**config.mk**
```make
export PLATFORM = sky130hd
export DESIGN_NAME = page_pool_allocator_unit_flat
export DESIGN_NICKNAME = d
export VERILOG_FILES = /design/src/rtl/core/ppa_pkg.sv /design/src/rtl/core/ppa_if.sv /design/src/rtl/core/ppa_addr_unit.sv /design/src/rtl/core/ppa_page_map.sv /design/src/rtl/core/page_pool_allocator_unit.sv /design/src/flat_wrapper.sv
export SDC_FILE = /design/constraint.sdc
export NUM_CORES = 1
export LEC_CHECK = 0
export BUFFER_PORTS_ARGS = -buffer_cell sky130_fd_sc_hd__buf_2
export CAP_MARGIN = 10
export CORE_MARGIN = 2
export CORE_UTILIZATION = 40
export CTS_CLUSTER_SIZE = 24
export DETAILED_ROUTE_END_ITERATION = 10
export PLACE_DENSITY = 0.65
export SLEW_MARGIN = 20
export SYNTH_ARGS = -nofsm -noshare
export SYNTH_HDL_FRONTEND = slang
export SYNTH_SLANG_ARGS = --single-unit
```
**constraint.sdc**
```tcl
create_clock -name clk -period 14.2 [get_ports clk]
set_input_delay 1.42 -clock clk [delete_from_list [all_inputs] [get_ports clk]]
set_output_delay 1.42 -clock clk [all_outputs]
set_load 0.005 [all_outputs]
```
**src/rtl/core/ppa_pkg.sv**
```systemverilog
// Types and constants of the page pool allocator
package ppa_pkg;

  localparam int ADDR_W      = 32;
  localparam int SHIFT_W     = 5;
  localparam int CNT_FIELD_W = 7;
  localparam int IDX_FIELD_W = 6;
  localparam int STATUS_W    = 2;
  localparam int CFG_IDX_W   = 1;

  localparam logic [SHIFT_W-1:0] SHIFT_RESET = 5'd12;

  // request types
  localparam logic REQ_ALLOC   = 1'b0;
  localparam logic REQ_RELEASE = 1'b1;

  // result status codes
  localparam logic [STATUS_W-1:0] ST_OK           = 2'd0;
  localparam logic [STATUS_W-1:0] ST_NO_SPACE     = 2'd1;
  localparam logic [STATUS_W-1:0] ST_BAD_ADDR     = 2'd2;
  localparam logic [STATUS_W-1:0] ST_ALREADY_FREE = 2'd3;

  // configuration register indexes
  localparam logic [CFG_IDX_W-1:0] REG_POOL_BASE  = 1'd0;
  localparam logic [CFG_IDX_W-1:0] REG_PAGE_SHIFT = 1'd1;

  typedef enum logic [1:0] {
    S_IDLE,
    S_REFUSE,
    S_SCAN,
    S_RELEASE
  } state_t;

  // shared address unit operation
  typedef enum logic {
    OP_ADDR,
    OP_OFFSET
  } unit_op_t;

  // update command to the occupancy map
  typedef struct packed {
    logic set;
    logic clr;
  } map_cmd_t;

endpackage

```
**src/rtl/core/ppa_if.sv**
```systemverilog
// Handshake interfaces: request, result and configuration channels

interface ppa_req_if;
  logic                       valid;
  logic                       ready;
  logic                       req_type;
  logic [ppa_pkg::CNT_FIELD_W-1:0] page_count;
  logic [ppa_pkg::ADDR_W-1:0] release_address;

  modport source (output valid, output req_type, output page_count,
                  output release_address, input ready);
  modport sink   (input valid, input req_type, input page_count,
                  input release_address, output ready);
endinterface

interface ppa_res_if;
  logic                            valid;
  logic                            ready;
  logic [ppa_pkg::ADDR_W-1:0]      page_address;
  logic [ppa_pkg::IDX_FIELD_W-1:0] page_index;
  logic [ppa_pkg::STATUS_W-1:0]    status;
  logic [ppa_pkg::CNT_FIELD_W-1:0] free_count;
  logic                            last;

  modport source (output valid, output page_address, output page_index,
                  output status, output free_count, output last, input ready);
  modport sink   (input valid, input page_address, input page_index,
                  input status, input free_count, input last, output ready);
endinterface

interface ppa_cfg_if;
  logic                          valid;
  logic                          ready;
  logic [ppa_pkg::CFG_IDX_W-1:0] index;
  logic [ppa_pkg::ADDR_W-1:0]    data;

  modport source (output valid, output index, output data, input ready);
  modport sink   (input valid, input index, input data, output ready);
endinterface

```
**src/rtl/core/ppa_addr_unit.sv**
```systemverilog
// Shared address unit: page address for grants, offset decode for releases
module ppa_addr_unit #(
  parameter int PAGES = 64
) (
  input  ppa_pkg::unit_op_t            op,
  input  logic [ppa_pkg::ADDR_W-1:0]   base,
  input  logic [ppa_pkg::ADDR_W-1:0]   raddr,
  input  logic [ppa_pkg::SHIFT_W-1:0]  shift,
  input  logic [$clog2(PAGES)-1:0]     idx,
  output logic [ppa_pkg::ADDR_W-1:0]   sum,
  output logic [$clog2(PAGES)-1:0]     rel_idx,
  output logic                         rel_bad
);

  localparam int IDX_W = (PAGES > 1) ? $clog2(PAGES) : 1;

  logic [ppa_pkg::ADDR_W-1:0] opa;
  logic [ppa_pkg::ADDR_W-1:0] opb;
  logic                       cin;
  logic [ppa_pkg::ADDR_W-1:0] pg_off;
  logic [ppa_pkg::ADDR_W-1:0] low_mask;

  // one adder: base + (idx << shift), or raddr - base
  always_comb begin
    if (op == ppa_pkg::OP_OFFSET) begin
      opa = raddr;
      opb = ~base;
      cin = 1'b1;
    end else begin
      opa = base;
      opb = ppa_pkg::ADDR_W'(idx) << shift;
      cin = 1'b0;
    end
    sum = opa + opb + ppa_pkg::ADDR_W'(cin);
  end

  // release decode from the offset
  always_comb begin
    pg_off   = sum >> shift;
    low_mask = (ppa_pkg::ADDR_W'(1) << shift) - ppa_pkg::ADDR_W'(1);
    rel_bad  = ((sum & low_mask) != '0) || (pg_off >= ppa_pkg::ADDR_W'(PAGES));
    rel_idx  = pg_off[IDX_W-1:0];
  end

endmodule

```
**src/rtl/core/ppa_page_map.sv**
```systemverilog
// Occupancy bitmap and free page counter
module ppa_page_map #(
  parameter int PAGES = 64
) (
  input  logic                         clk,
  input  logic                         rst,
  input  logic [$clog2(PAGES)-1:0]     idx,
  input  ppa_pkg::map_cmd_t            cmd,
  output logic                         busy,
  output logic [$clog2(PAGES+1)-1:0]   free_pages
);

  localparam int CNT_W = $clog2(PAGES + 1);

  logic [PAGES-1:0] occ;

  assign busy = occ[idx];

  // mark or free one page and keep the count in step
  always_ff @(posedge clk) begin
    if (rst) begin
      occ        <= '0;
      free_pages <= CNT_W'(PAGES);
    end else if (cmd.set) begin
      occ[idx]   <= 1'b1;
      free_pages <= free_pages - CNT_W'(1);
    end else if (cmd.clr) begin
      occ[idx]   <= 1'b0;
      free_pages <= free_pages + CNT_W'(1);
    end
  end

endmodule

```
**src/rtl/core/page_pool_allocator_unit.sv**
```systemverilog
// Page pool allocator top level: sequencer, configuration and result register
//
// Channels: req (sink) carries allocate or release requests, res (source)
// carries result items, cfg (sink) writes pool_base (index 0) and page_shift
// (index 1); cfg is always ready, and the user must write it only while the
// block is idle; the block itself does not enforce this. One request is
// worked at a time; req.ready is high only when idle. Allocate of N pages:
// the sequencer scans the occupancy map one page per cycle from page 0
// (holding at a free page while res stalls), and every free page it meets
// becomes one result item, the final one with last set. A refused allocate
// or any release gives its one result item from the S_REFUSE or S_RELEASE
// state once the output register can take it. The scan runs one bit per
// cycle through the map read port and the shared address adder.
// Results sit in an output register; while res.ready is low the scan holds
// at the current free page and resumes when the item is taken.
// Reset (synchronous, rst high) frees all pages, sets the free count to
// PAGES, pool_base to 0 and page_shift to 12, and drops res.valid.
module page_pool_allocator_unit #(
  parameter int PAGES = 64
) (
  input  logic           clk,
  input  logic           rst,
  ppa_req_if.sink        req,
  ppa_res_if.source      res,
  ppa_cfg_if.sink        cfg
);

  localparam int IDX_W = (PAGES > 1) ? $clog2(PAGES) : 1;
  localparam int CNT_W = $clog2(PAGES + 1);

  ppa_pkg::state_t state;
  ppa_pkg::state_t state_next;

  logic [ppa_pkg::ADDR_W-1:0]  pool_base;
  logic [ppa_pkg::SHIFT_W-1:0] page_shift;

  logic [IDX_W-1:0] scan;
  logic [IDX_W-1:0] scan_next;
  logic [CNT_W-1:0] left;
  logic [CNT_W-1:0] left_next;
  logic [ppa_pkg::ADDR_W-1:0] raddr;

  // output register
  logic                            out_valid;
  logic [ppa_pkg::ADDR_W-1:0]      out_addr;
  logic [ppa_pkg::IDX_FIELD_W-1:0] out_idx;
  logic [ppa_pkg::STATUS_W-1:0]    out_status;
  logic [ppa_pkg::CNT_FIELD_W-1:0] out_free;
  logic                            out_last;

  // values for the next result
  logic                            emit;
  logic [ppa_pkg::ADDR_W-1:0]      e_addr;
  logic [IDX_W-1:0]                e_idx;
  logic [ppa_pkg::STATUS_W-1:0]    e_status;
  logic [CNT_W-1:0]                e_free;
  logic                            e_last;

  logic                         can_emit;
  logic                         accept;
  logic                         refuse;
  logic [ppa_pkg::CNT_FIELD_W-1:0] free_ext;

  ppa_pkg::map_cmd_t  map_cmd;
  ppa_pkg::unit_op_t  unit_op;
  logic [IDX_W-1:0]   map_idx;
  logic               map_busy;
  logic [CNT_W-1:0]   free_pages;

  logic [ppa_pkg::ADDR_W-1:0] unit_sum;
  logic [IDX_W-1:0]           rel_idx;
  logic                       rel_bad;

  ppa_page_map #(.PAGES(PAGES)) u_map (
    .clk        (clk),
    .rst        (rst),
    .idx        (map_idx),
    .cmd        (map_cmd),
    .busy       (map_busy),
    .free_pages (free_pages)
  );

  ppa_addr_unit #(.PAGES(PAGES)) u_addr (
    .op      (unit_op),
    .base    (pool_base),
    .raddr   (raddr),
    .shift   (page_shift),
    .idx     (scan),
    .sum     (unit_sum),
    .rel_idx (rel_idx),
    .rel_bad (rel_bad)
  );

  assign req.ready = (state == ppa_pkg::S_IDLE);
  assign accept    = req.valid && req.ready;
  assign can_emit  = !out_valid || res.ready;
  assign free_ext  = (ppa_pkg::CNT_FIELD_W)'(free_pages);
  assign refuse    = (req.page_count == '0) || (req.page_count > free_ext);

  assign unit_op = (state == ppa_pkg::S_RELEASE) ? ppa_pkg::OP_OFFSET : ppa_pkg::OP_ADDR;
  assign map_idx = (state == ppa_pkg::S_RELEASE) ? rel_idx : scan;

  // configuration registers
  assign cfg.ready = 1'b1;

  always_ff @(posedge clk) begin
    if (rst) begin
      pool_base  <= '0;
      page_shift <= ppa_pkg::SHIFT_RESET;
    end else if (cfg.valid && cfg.ready) begin
      case (cfg.index)
        ppa_pkg::REG_POOL_BASE:  pool_base  <= cfg.data;
        ppa_pkg::REG_PAGE_SHIFT: page_shift <= cfg.data[ppa_pkg::SHIFT_W-1:0];
        default: ;
      endcase
    end
  end

  // state and sequencer registers
  always_ff @(posedge clk) begin
    if (rst) begin
      state <= ppa_pkg::S_IDLE;
      scan  <= '0;
      left  <= '0;
    end else begin
      state <= state_next;
      scan  <= scan_next;
      left  <= left_next;
    end
  end

  // release address latch
  always_ff @(posedge clk) begin
    if (accept) begin
      raddr <= req.release_address;
    end
  end

  // next state, map command and result values
  always_comb begin
    state_next = state;
    scan_next  = scan;
    left_next  = left;
    map_cmd    = '0;
    emit       = 1'b0;
    e_addr     = '0;
    e_idx      = '0;
    e_status   = ppa_pkg::ST_OK;
    e_free     = free_pages;
    e_last     = 1'b1;
    case (state)
      ppa_pkg::S_IDLE: begin
        if (accept) begin
          scan_next = '0;
          if (req.req_type == ppa_pkg::REQ_RELEASE) begin
            state_next = ppa_pkg::S_RELEASE;
          end else if (refuse) begin
            state_next = ppa_pkg::S_REFUSE;
          end else begin
            state_next = ppa_pkg::S_SCAN;
            left_next  = req.page_count[CNT_W-1:0];
          end
        end
      end
      ppa_pkg::S_REFUSE: begin
        e_status = ppa_pkg::ST_NO_SPACE;
        if (can_emit) begin
          emit       = 1'b1;
          state_next = ppa_pkg::S_IDLE;
        end
      end
      ppa_pkg::S_SCAN: begin
        e_addr = unit_sum;
        e_idx  = scan;
        e_free = free_pages - CNT_W'(1);
        e_last = (left == CNT_W'(1));
        if (map_busy) begin
          scan_next = scan + IDX_W'(1);
        end else if (can_emit) begin
          emit        = 1'b1;
          map_cmd.set = 1'b1;
          left_next   = left - CNT_W'(1);
          scan_next   = scan + IDX_W'(1);
          if (e_last) begin
            state_next = ppa_pkg::S_IDLE;
          end
        end
      end
      ppa_pkg::S_RELEASE: begin
        e_addr = raddr;
        if (rel_bad) begin
          e_status = ppa_pkg::ST_BAD_ADDR;
        end else if (!map_busy) begin
          e_status = ppa_pkg::ST_ALREADY_FREE;
          e_idx    = rel_idx;
        end else begin
          e_idx  = rel_idx;
          e_free = free_pages + CNT_W'(1);
        end
        if (can_emit) begin
          emit        = 1'b1;
          map_cmd.clr = !rel_bad && map_busy;
          state_next  = ppa_pkg::S_IDLE;
        end
      end
      default: begin
        state_next = ppa_pkg::S_IDLE;
      end
    endcase
  end

  // output register: load a new item or drop the taken one
  always_ff @(posedge clk) begin
    if (rst) begin
      out_valid <= 1'b0;
    end else if (emit) begin
      out_valid <= 1'b1;
    end else if (res.ready) begin
      out_valid <= 1'b0;
    end
  end

  always_ff @(posedge clk) begin
    if (emit) begin
      out_addr   <= e_addr;
      out_idx    <= (ppa_pkg::IDX_FIELD_W)'(e_idx);
      out_status <= e_status;
      out_free   <= (ppa_pkg::CNT_FIELD_W)'(e_free);
      out_last   <= e_last;
    end
  end

  assign res.valid        = out_valid;
  assign res.page_address = out_addr;
  assign res.page_index   = out_idx;
  assign res.status       = out_status;
  assign res.free_count   = out_free;
  assign res.last         = out_last;

endmodule

```
**src/flat_wrapper.sv**
```systemverilog
// flat-port wrapper written by rule: the top's interface ports become plain ports
module page_pool_allocator_unit_flat 
#(
  parameter int PAGES = 64
)
  (clk, rst, req_valid, req_req_type, req_page_count, req_release_address, req_ready, res_valid, res_page_address, res_page_index, res_status, res_free_count, res_last, res_ready, cfg_valid, cfg_index, cfg_data, cfg_ready);
  ppa_req_if req_i ();
  ppa_res_if res_i ();
  ppa_cfg_if cfg_i ();
  input  logic clk;
  input  logic rst;
  input wire logic [$bits(req_i.valid)-1:0] req_valid;
  input wire logic [$bits(req_i.req_type)-1:0] req_req_type;
  input wire logic [$bits(req_i.page_count)-1:0] req_page_count;
  input wire logic [$bits(req_i.release_address)-1:0] req_release_address;
  output wire logic [$bits(req_i.ready)-1:0] req_ready;
  output wire logic [$bits(res_i.valid)-1:0] res_valid;
  output wire logic [$bits(res_i.page_address)-1:0] res_page_address;
  output wire logic [$bits(res_i.page_index)-1:0] res_page_index;
  output wire logic [$bits(res_i.status)-1:0] res_status;
  output wire logic [$bits(res_i.free_count)-1:0] res_free_count;
  output wire logic [$bits(res_i.last)-1:0] res_last;
  input wire logic [$bits(res_i.ready)-1:0] res_ready;
  input wire logic [$bits(cfg_i.valid)-1:0] cfg_valid;
  input wire logic [$bits(cfg_i.index)-1:0] cfg_index;
  input wire logic [$bits(cfg_i.data)-1:0] cfg_data;
  output wire logic [$bits(cfg_i.ready)-1:0] cfg_ready;
  assign req_i.valid = req_valid;
  assign req_i.req_type = req_req_type;
  assign req_i.page_count = req_page_count;
  assign req_i.release_address = req_release_address;
  assign req_ready = req_i.ready;
  assign res_valid = res_i.valid;
  assign res_page_address = res_i.page_address;
  assign res_page_index = res_i.page_index;
  assign res_status = res_i.status;
  assign res_free_count = res_i.free_count;
  assign res_last = res_i.last;
  assign res_i.ready = res_ready;
  assign cfg_i.valid = cfg_valid;
  assign cfg_i.index = cfg_index;
  assign cfg_i.data = cfg_data;
  assign cfg_ready = cfg_i.ready;
  page_pool_allocator_unit #(.PAGES(PAGES)) u_core (.clk(clk), .rst(rst), .req(req_i), .res(res_i), .cfg(cfg_i));
endmodule
```
==> impl_metrics.csv <==
group,metric,value,unit
status,status,"completed",
cts,cts_tree,"built",
timing,worst_pin_slew,1.151,ns
cts,htreeDepth,1,
place,portBuffers,127,
die,placementRows,74,
timing,rsz0062_at_grt,"no",
global_route,overflow,0,
routing,drc_errors,0,
synthesis,synth_edf_count,80,
synthesis,async_reset_ff_frac,0,
timing,setup_viol,0,
global_route,grt_max_degree,103,
routing,vias_per_cell,6.595,
cts,post_cts_buffers,0,
power_and_ir_drop,ir_drop,0.09633,mV
synthesis,synth_nets,2265,
cts,numCtsBuffers,23,
timing,fin_crit_sh,0.7315,
worst_setup_path,cp.required,14.57,ns
synthesis,ys_seq_elements,204,
die,io_pins,129,
routing,wire_per_inst,25.82,um
routing,finalWirelength,69960,um
layout,drive_above_1_share,0.1323,
layout,area_growth_syn_to_layout,10.05,%
worst_setup_path,endpoint_kind,"flop",
worst_setup_path,cp_max_fo,71,
layout,antenna_cells,0,
timing,finalHoldViolCount,0,
synthesis,yosysMostFrequentCell,"nand2_1",
worst_setup_path,cp_cell_sequence,"and2_2 -> buf_4 -> inv_2 -> buf_4 -> nand2_1 -> o22ai_1 -> inv_1 -> fa_1 -> nand2b_1 -> a21boi_2 -> o21ai_0 -> a21o_1 -> a211oi_1 -> and2_1 -> nor3_1 -> o31a_1 -> o31ai_4 -> nand2_1 -> o22ai_1 -> o311a_1 -> and4_1 -> nand4_4 -> nor3_1 -> a211oi_1",
global_route,grt_pass1_vias,16640,
worst_setup_path,crit_path_max_incr_delay,0.99,ns
routing,vias,17870,
hold_path,worst_hold_path_type,"flop to flop",
routing,drtAntennaViolNets,0,
cts,cts_sinks,204,
routing,drtIter0Drc,2439,
timing,finClkSkew,0.02978,ns
layout,final_nets,2283,
global_route,grt_pass1_wl,104300,um
job,maxCapViolCount,0,
timing,fin_tns_setup,0,ns
worst_setup_path,critPathBufInv,4,
worst_setup_path,start_kind,"flop",
cts,hold_buffers,0,
die,die-area,0.04280,mm2
synthesis,syn-cell-area,0.01647,mm2
die,die_h,206.9,um
die,start_util,0.4042,
power_and_ir_drop,powerDensity,153.6,mW/mm2
timing,fmax,96.28,MHz
global_route,antenna_found_initial,3,
place,gp_congestion,1.076,
synthesis,synth_top_area_frac,0.1508,
place,hpwl,53070,um
routing,dr.pass1.iters,7,
synthesis,synth-main-ff-cell,"dfxtp_1",
worst_setup_path,path_delay_family,"compound AO/OA/AOI/OAI gates",
synthesis,synth.distinct_cells,104,
synthesis,syn-instance-count,2142,
synthesis,synthTopCellsByArea,"dfxtp_1 15%, edfxtp_1 15%, nand2_1 8.2%",
die,die-width,206.9,um
die,core,0.04074,mm2
cts,insertion_delay,0.54,ns
power_and_ir_drop,power_leakage,0.006599,uW
timing,slew_violations,0,
synthesis,syn_area_per_cell,7.687,um2
worst_setup_path,criticalPathCategory,"flop to flop",
timing,fin_hold_ws,0.4764,ns
synthesis,synth_common_cells,"361 x nand2_1, 172 x a21oi_1, 168 x nor2_1, 126 x o21ai_0, 124 x dfxtp_1",
worst_setup_path,slowest_stage,"o31ai_4",
synthesis,synth_top_area_cell,"dfxtp_1",
synthesis,ys_warn_count,0,
timing,fin_crit,10.39,ns
synthesis,seq_area_frac_synth,0.2967,
cts,clock_path_buffers,3,
timing,maxSlewHeadroom,0.2283,
global_route,grtUsageTotal,0.3214,
cts,cts_resized,0,
cts,cts.reportedPaths.clkPinSlew,0.06,ns
worst_setup_path,arrival,10.76,ns
cts,ctsRootBufferMaster,"clkbuf_16",
worst reg2reg max path, stage by stage (launching register included):
cell and delay (ns):
dfxtp_1 0.30, and2_2 0.18, buf_4 0.28, inv_2 0.42, buf_4 0.69, nand2_1 0.26
o22ai_1 0.28, inv_1 0.10, fa_1 0.43, nand2b_1 0.22, a21boi_2 0.52, o21ai_0 0.45
a21o_1 0.29, a211oi_1 0.91, and2_1 0.31, nor3_1 0.10, o31a_1 0.41, o31ai_4 0.99
nand2_1 0.45, o22ai_1 0.27, o311a_1 0.22, and4_1 0.55, nand4_4 0.67, nor3_1 0.77
a211oi_1 0.15
per-stage QoR:
stage / cells / utilization / total power, uW / instance area [um2] / setup WS, ns
after CTS: 2709 / 0.4446 / 2758 / 18110 / 4.154
after global routing: 2709 / 0.4448 / 2919 / 18120 / 3.420
after floorplan: 2142 / - / 1682 / 16470 / 4.389
final: 2709 / 0.4448 / 2784 / 18120 / 3.813
after global placement: 2667 / 0.4256 / 2142 / 17340 / 4.314
after detailed placement: 2667 / 0.4256 / 2150 / 17340 / 4.219
power by group:
part / internal, uW / leakage, uW / switching, uW / total (uW)
registers: 777 / 0.00178 / 90.0 / 867
clock network: 353 / 0.000382 / 249 / 603
logic: 411 / 0.00444 / 903 / 1310
total: 1540 / 0.00660 / 1240 / 2780
cell type report:
class                   count  area (um2)
clock buffers              35       723.2
clock inverters             7       51.30
fillers                  4181       22620
inverters                  44       165.2
multi-input cells        1727       10740
flip-flops and latches    204        4886
well taps                 532       665.6
repair buffers            160       885.9
logic make-up (layout without fill, tap and decap cells):
logic type | after synthesis | count (layout) | share of synthesized area
simple gates | 876 | 876 | 0.2467
compound gates | 694 | 694 | 0.2905
buf+inv | 211 | 246 | 0.05243
flops | 204 | 204 | 0.2967
mux | 85 | 85 | 0.06459
fa+ha+maj | 45 | 45 | 0.03511
xor+xnor | 26 | 26 | 0.01383
other cells | 1 | 1 | 0.0002277
per-layer routing:
layer  GRT usage  wire length [um]
met5           0                22
met4      0.1426              3505
met3     0.07771              7716
met2      0.4685             29550
met1      0.4486             29170
final timing paths:
kind | start | to | slack, ns | cells past startpoint
worst min-delay path | flop | flop | 0.48 | 2
worst min register to register | flop | flop | 0.48 | 2
worst max register to register | u_core.state[0]$_SDFFE_PP0P_ | flop | 3.81 | 24
worst max-delay path | u_core.state[0]$_SDFFE_PP0P_ | flop | 3.81 | 24
layout by cell type (no fill, tap or decap), types with 16 or more instances in the layout:
cell type and n:
a21oi_1 172, mux2i_1 59, xnor2_1 17, ha_1 43
nor2_1 167, buf_2 126, o22ai_1 32, o21ai_0 126
nand2b_1 21, edfxtp_1 80, and2_1 29, o32ai_1 18
or3_1 18, nand3_1 94, inv_1 41, a211oi_1 63
nand4_1 35, nor3_1 59, dfxtp_1 123, a31oi_1 23
buf_4 34, o211ai_1 17, and3_1 16, o21a_1 19
nand2_1 361, mux4_2 16, clkbuf_16 25
(Power assumes the default switching activity.)
